===== src/design/cmt_pkg.sv =====
`default_nettype none

package cmt_pkg;

    localparam int PIX_WIDTH   = 8;
    localparam int COEF_WIDTH  = 16;
    localparam int COEF_COUNT  = 4;
    localparam int ROW_WIDTH   = COEF_WIDTH * COEF_COUNT;
    localparam int ROW_COUNT   = 3;
    localparam int INDEX_WIDTH = 2;
    localparam int FRAC_BITS   = 11;

    // coefficient times 9-bit signed pixel, pair of those, then all four
    localparam int PROD_WIDTH  = COEF_WIDTH + PIX_WIDTH + 1;
    localparam int PAIR_WIDTH  = PROD_WIDTH + 1;
    localparam int SUM_WIDTH   = PAIR_WIDTH + 1;

    localparam logic [PIX_WIDTH-1:0] PIX_MAX = 8'hFF;
    localparam logic signed [SUM_WIDTH-1:0] SUM_MAX = 27'sh7F800;

    // identity matrix, 2048 standing for 1.0
    localparam logic [ROW_WIDTH-1:0] ROW_RED_RESET   = 64'h0000_0000_0000_0800;
    localparam logic [ROW_WIDTH-1:0] ROW_GREEN_RESET = 64'h0000_0000_0800_0000;
    localparam logic [ROW_WIDTH-1:0] ROW_BLUE_RESET  = 64'h0000_0800_0000_0000;

    typedef enum logic [INDEX_WIDTH-1:0] {
        REG_ROW_RED   = 2'd0,
        REG_ROW_GREEN = 2'd1,
        REG_ROW_BLUE  = 2'd2
    } reg_index_t;

    typedef enum logic {
        CMD_PLAIN = 1'b0,
        CMD_ALPHA = 1'b1
    } command_t;

    typedef struct packed {
        logic                 command;
        logic [PIX_WIDTH-1:0] red_in;
        logic [PIX_WIDTH-1:0] green_in;
        logic [PIX_WIDTH-1:0] blue_in;
        logic [PIX_WIDTH-1:0] alpha_in;
    } request_t;

    typedef struct packed {
        logic [PIX_WIDTH-1:0] red_out;
        logic [PIX_WIDTH-1:0] green_out;
        logic [PIX_WIDTH-1:0] blue_out;
        logic [PIX_WIDTH-1:0] alpha_out;
    } result_t;

endpackage

`default_nettype wire


===== src/design/color_matrix_transform_core.sv =====
`default_nettype none

// Channel   Direction  Handshake            Payload
// request   in         start (busy low)     request   (cmt_pkg::request_t)
// result    out        done, one cycle      result    (cmt_pkg::result_t)
// config    in         wr_en                wr_index, wr_data (one 64-bit matrix row)
//
// Three register stages: products, pair sums, total with clamp. A request
// taken at one edge shows its result with done high once it has passed the product, pair-sum and output registers.
// One request per cycle; busy is always low and results cannot be held off.
// Reset clears the pipeline valid bits and loads the identity matrix.

module color_matrix_transform_core (
    input  wire logic                                  clk,
    input  wire logic                                  rst_n,
    input  wire logic                                  start,
    output logic                                       busy,
    input  wire cmt_pkg::request_t                     request,
    output logic                                       done,
    output cmt_pkg::result_t                           result,
    input  wire logic                                  wr_en,
    input  wire logic [cmt_pkg::INDEX_WIDTH-1:0]       wr_index,
    input  wire logic [cmt_pkg::ROW_WIDTH-1:0]         wr_data
);

    localparam int DEPTH = 3;

    logic [cmt_pkg::ROW_WIDTH-1:0] row_reg [cmt_pkg::ROW_COUNT];
    logic [cmt_pkg::PIX_WIDTH-1:0] channel [cmt_pkg::ROW_COUNT];

    logic [DEPTH-1:0]              valid_reg;
    logic [DEPTH-1:0]              valid_next;
    logic                          kill_reg  [DEPTH];
    logic [cmt_pkg::PIX_WIDTH-1:0] alpha_reg [DEPTH];
    logic                          kill_in;
    logic [cmt_pkg::PIX_WIDTH-1:0] alpha_in;
    logic                          accept;

    assign busy   = 1'b0;
    assign accept = start && !busy;

    // matrix rows; an index beyond the list is dropped
    always_ff @(posedge clk or negedge rst_n)
    begin
        if (!rst_n)
        begin
            row_reg[0] <= cmt_pkg::ROW_RED_RESET;
            row_reg[1] <= cmt_pkg::ROW_GREEN_RESET;
            row_reg[2] <= cmt_pkg::ROW_BLUE_RESET;
        end
        else if (wr_en)
        begin
            case (cmt_pkg::reg_index_t'(wr_index))
                cmt_pkg::REG_ROW_RED:   row_reg[0] <= wr_data;
                cmt_pkg::REG_ROW_GREEN: row_reg[1] <= wr_data;
                cmt_pkg::REG_ROW_BLUE:  row_reg[2] <= wr_data;
                default: ;
            endcase
        end
    end

    genvar i;
    generate
        for (i = 0; i < cmt_pkg::ROW_COUNT; i++)
        begin : g_row
            cmt_row u_row (
                .clk     (clk),
                .coefs   (row_reg[i]),
                .red     (request.red_in),
                .green   (request.green_in),
                .blue    (request.blue_in),
                .channel (channel[i])
            );
        end
    endgenerate

    // a translucency entry with zero alpha blanks the whole result
    always_comb
    begin
        kill_in  = (request.command == cmt_pkg::CMD_ALPHA) && (request.alpha_in == '0);
        alpha_in = (request.command == cmt_pkg::CMD_ALPHA) ? request.alpha_in : '0;
        valid_next = {valid_reg[DEPTH-2:0], accept};
    end

    always_ff @(posedge clk or negedge rst_n)
    begin
        if (!rst_n)
        begin
            valid_reg <= '0;
        end
        else
        begin
            valid_reg <= valid_next;
        end
    end

    // side data advances with the valid bits
    always_ff @(posedge clk)
    begin
        kill_reg[0]  <= kill_in;
        alpha_reg[0] <= alpha_in;
        for (int s = 1; s < DEPTH; s++)
        begin
            kill_reg[s]  <= kill_reg[s-1];
            alpha_reg[s] <= alpha_reg[s-1];
        end
    end

    always_comb
    begin
        done = valid_reg[DEPTH-1];
        if (kill_reg[DEPTH-1])
        begin
            result = '0;
        end
        else
        begin
            result.red_out   = channel[0];
            result.green_out = channel[1];
            result.blue_out  = channel[2];
            result.alpha_out = alpha_reg[DEPTH-1];
        end
    end

endmodule

`default_nettype wire


===== src/design/cmt_row.sv =====
`default_nettype none

module cmt_row (
    input  wire logic                                 clk,
    input  wire logic [cmt_pkg::ROW_WIDTH-1:0]        coefs,
    input  wire logic [cmt_pkg::PIX_WIDTH-1:0]        red,
    input  wire logic [cmt_pkg::PIX_WIDTH-1:0]        green,
    input  wire logic [cmt_pkg::PIX_WIDTH-1:0]        blue,
    output logic      [cmt_pkg::PIX_WIDTH-1:0]        channel
);

    logic signed [cmt_pkg::PIX_WIDTH:0]          pix [cmt_pkg::COEF_COUNT];
    logic signed [cmt_pkg::PROD_WIDTH-1:0]       prod_next [cmt_pkg::COEF_COUNT];
    logic signed [cmt_pkg::PROD_WIDTH-1:0]       prod_reg  [cmt_pkg::COEF_COUNT];
    logic signed [cmt_pkg::PAIR_WIDTH-1:0]       pair_next [2];
    logic signed [cmt_pkg::PAIR_WIDTH-1:0]       pair_reg  [2];
    logic signed [cmt_pkg::SUM_WIDTH-1:0]        sum;
    logic        [cmt_pkg::PIX_WIDTH-1:0]        channel_next;
    logic        [cmt_pkg::PIX_WIDTH-1:0]        channel_reg;

    // stage 1: one product per coefficient, the fourth term against 255
    always_comb
    begin
        pix[0] = $signed({1'b0, red});
        pix[1] = $signed({1'b0, green});
        pix[2] = $signed({1'b0, blue});
        pix[3] = $signed({1'b0, cmt_pkg::PIX_MAX});
        for (int k = 0; k < cmt_pkg::COEF_COUNT; k++)
        begin
            prod_next[k] = $signed(coefs[k*cmt_pkg::COEF_WIDTH +: cmt_pkg::COEF_WIDTH])
                           * pix[k];
        end
    end

    // stage 2: pair sums
    always_comb
    begin
        pair_next[0] = cmt_pkg::PAIR_WIDTH'(prod_reg[0]) + cmt_pkg::PAIR_WIDTH'(prod_reg[1]);
        pair_next[1] = cmt_pkg::PAIR_WIDTH'(prod_reg[2]) + cmt_pkg::PAIR_WIDTH'(prod_reg[3]);
    end

    // stage 3: total, clamp, drop the fraction
    always_comb
    begin
        sum = cmt_pkg::SUM_WIDTH'(pair_reg[0]) + cmt_pkg::SUM_WIDTH'(pair_reg[1]);
        if (sum < 0)
        begin
            channel_next = '0;
        end
        else if (sum > cmt_pkg::SUM_MAX)
        begin
            channel_next = cmt_pkg::PIX_MAX;
        end
        else
        begin
            channel_next = sum[cmt_pkg::FRAC_BITS +: cmt_pkg::PIX_WIDTH];
        end
    end

    always_ff @(posedge clk)
    begin
        prod_reg    <= prod_next;
        pair_reg    <= pair_next;
        channel_reg <= channel_next;
    end

    assign channel = channel_reg;

endmodule

`default_nettype wire

===== config.mk =====
export PLATFORM = sky130hd
export DESIGN_NAME = color_matrix_transform_core
export DESIGN_NICKNAME = d
export VERILOG_FILES = /design/src/design/cmt_pkg.sv /design/src/design/color_matrix_transform_core.sv /design/src/design/cmt_row.sv
export SDC_FILE = /design/constraint.sdc
export NUM_CORES = 2
export LEC_CHECK = 0
export BUFFER_PORTS_ARGS = -buffer_cell sky130_fd_sc_hd__buf_4
export CAP_MARGIN = 10
export CORE_ASPECT_RATIO = 0.8
export CORE_MARGIN = 2
export CORE_UTILIZATION = 45
export DETAILED_ROUTE_END_ITERATION = 7
export PLACE_DENSITY = 0.66
export SYNTH_ARGS = -nofsm -noshare
export SYNTH_HDL_FRONTEND = slang
export SYNTH_HIERARCHICAL = 1
export SYNTH_SLANG_ARGS = --single-unit

===== constraint.sdc =====
create_clock -name clk -period 6.6 [get_ports clk]
set_clock_uncertainty 0.15 [all_clocks]
set_input_delay 0.66 -clock clk [delete_from_list [all_inputs] [get_ports clk]]
set_output_delay 0.66 -clock clk [all_outputs]
set_load 0.005 [all_outputs]

==> summary.md <==
| Metric | Value |
|---|---|
| WS Path Type | reg -> reg |
| Largest net degree at the start of global routing | 139 |
| Netlist cell types | 104 |
| Post-synth top flop | dfxtp_1 |
| Post-Syn Instances | 8336 |
| Layout cell share with drive strength beyond 1 | 6.82% |
| PortBufs | 135 |
| Hold Slack | 0.0682 ns |
| Gr usage total | 21.5% |
| Vias in the first global route | 57800 |
| H-tree depth | 3 |
| Crit path launch | row_reg[85] |
| Clk buf depth | 3 |
| Antenna-violating nets left | 0 |
| Clock Pin Slew Worst Setup and Hold Paths | 0.07 ns |
| Drt initial violations | 3247 |
| Utilization after layout | 48.9% |
| Starting Density | 45.2% |
| Fin nets | 10600 |
| I/O pin count | 137 |
| Std cell rows | 138 |
| Max reg flops | 300 |
| Top cell type's share of synthesized area | 28.7% |
| Reg-to-Reg Start | row_reg[85] |
| Outcome | completed |
| Syn. warnings | 6 |
| Max Cap Viol | 0 |
| Hold/Removal Path Class | in -> reg |
| Post-synth ARST share | 27.8% |
| Clock Sinks | 702 |
| Die footprint | 181000 µm² |
| Core Footprint | 177000 µm² |
| Sequential area share after synthesis | 18.8% |
| DRC | 0 |
| Worst slew pin tran | 0.939 ns |
| Synthesized Nets | 10400 |
| Part of the cycle the worst path needs | 87.2% |
| Mapped Area | 79800 µm² |
| Synth Area per Inst | 9.58 µm² |
| DP HPWL | 153000 µm |
| DRT Pass-1 Iters | 6 |
| GPL Wtd Cong | 0.889 |
| Setup bufs post-CTS | 0 |
| Die height | 381 µm |
| Per-cell routed wire length | 17.3 µm |
| Crit path max fanout | 9 |
| Via-to-Cell Ratio | 5.07 |
| Clock root buffer master | clkbuf_16 |
| RSZ-0062 raised after global routing | no |
| Area of the multi-input gates | 57200 µm² |
| Top-count cell post-synth | inv_1 |
| CTS tree | done |
| First-pass GRT wire length | 312000 µm |
| EDFF count, synth | 0 |
| Max_slew headroom | 35.8% |
| Worst endpoint required time | 7.04 ns |
| Endpoint class of the critical path | flip-flop |
| Grt total ovfl | 0 |
| Top cells by count, synth | 1827 x inv_1, 1146 x fa_1, 837 x ha_1, 664 x nand2_1, 659 x and2_1 |
| Pins Over Slew Limit | 0 |
| Initial antenna violation count | 12 |
| Filler cells | 16200 |
| Count of final setup violators | 0 |
| Via Count | 55400 |
| Area grow syn2layout | 8.11% |
| Post-route cell area | 86300 µm² |
| Max Clock Freq | 174 MHz |
| Yosys reg bits | 702 |
| Sequential Area | 15000 µm² |
| Worst setup SP type | flip-flop |
| WL final | 189000 µm |
| Final min period | 5.76 ns |
| CTS Buf Count | 85 |
| DIE WIDTH | 475 µm |
| Synth top area cells | fa_1 29%, ha_1 13%, dfxtp_1 13% |
| Worst-Skew Late Latency | 0.71 ns |
| Post-DP Area | 83200 µm² |
| Yosys top cell by area | fa_1 |
| Hold path startpoint | request[32] |
| TNS Setup | 0 ns |
| Fin. Hold Viols | 0 |
| Worst EP arrival | 6.19 ns |
[area by class of cell]
| cell class | count | share of cell area (%) |
|---|---|---|
| multi-input combinational | 5691 | 66.3 |
| tap | 2380 | 3.45 |
| sequential | 702 | 17.4 |
| inverter | 1827 | 7.95 |
| clock inverter | 50 | 0.664 |
| timing repair buffer | 166 | 1.49 |
| clock buffer | 107 | 2.75 |
| antenna | 5 | 0.0145 |
[worst paths after layout]
kind | slack, ns | endpoint | cells after the start
hold reg to reg | 0.18 | alpha_reg[0][23] | 0
setup / recovery | 0.84 | g_row[1].u_row/prod_reg[74] | 18
max in group asynchronous | 4.64 | row_reg[110] | 3
setup reg to reg | 0.84 | g_row[1].u_row/prod_reg[74] | 18
min in group asynchronous | 0.36 | row_reg[6] | 2
hold / removal | 0.07 | alpha_reg[0][1] | 2
[worst max-delay path, cell delays in order (launching register included)]
cell and delay [ns]:
dfrtp_1 0.58, nand2_1 0.14, fa_1 0.53, fa_1 0.55
inv_1 0.06, fa_1 0.48, inv_1 0.06, fa_1 0.47
inv_1 0.04, ha_1 0.34, a21oi_1 0.21, nor2b_1 0.07
a311oi_1 0.38, a21oi_1 0.22, a211oi_1 0.34, o31ai_1 0.19
o41ai_1 0.49, mux2i_1 0.25, nand4_1 0.10
[metal layers]
layer	global-route usage, %	vias to the layer above	part of all wire (%)
met5	0	-	0.021
met4	5.48	6	2.6
met3	3.14	226	5.2
met2	33.6	1180	45
li1	-	26400	-
met1	31.2	27600	48
[cell families (layout without fill, tap and decap cells)]
group | Yosys count | count (layout) | synth area share, %
compound gates | 980 | 980 | 8.16
xor+xnor | 431 | 431 | 4.73
fa+ha+maj | 1983 | 1983 | 41.9
buf+inv | 1943 | 2150 | 9.54
flops | 702 | 702 | 18.8
mux | 211 | 211 | 3.54
other cells | 1 | 6 | 0.00470
simple gates | 2085 | 2085 | 13.3
[repair_timing]
item / CTS / global route
hold endpoints to repair: 65 / 0
hold buffers: 10 / 0
gates resized for setup: 0 / 0
[through the flow]
step / std cells / setup WS [ns]
6_report: 10900 / 0.844
5_1_grt: 10900 / 0.471
4_1_cts: 10900 / 0.893
3_5_place_dp: 10800 / 0.336
3_3_place_gp: 10800 / 0.401
2_1_floorplan: 8336 / 0.989
[layout by cell type, fill, tap and decap left out, types with 63 or more instances in the layout]
cell       Yosys  routed
dfxtp_1      507     506
nand3_1       91      91
mux2_2        72      72
nor2_1       247     247
inv_1       1827    1827
nor2b_1       84      84
dfrtp_1      192     192
a21oi_1      315     315
clkbuf_16      0      90
mux2_4       125     125
nand2_1      664     664
fa_1        1146    1146
o21a_1        63      63
and2_1       659     659
xor2_1       126     126
a21o_1       110     110
o21ai_0      141     141
buf_4          1     154
ha_1         837     837
nor3_1       106     106
xnor2_1      305     305
Power is not shown: default switching activity piles up to over one toggle a cycle in this logic, so the estimate is an artifact.
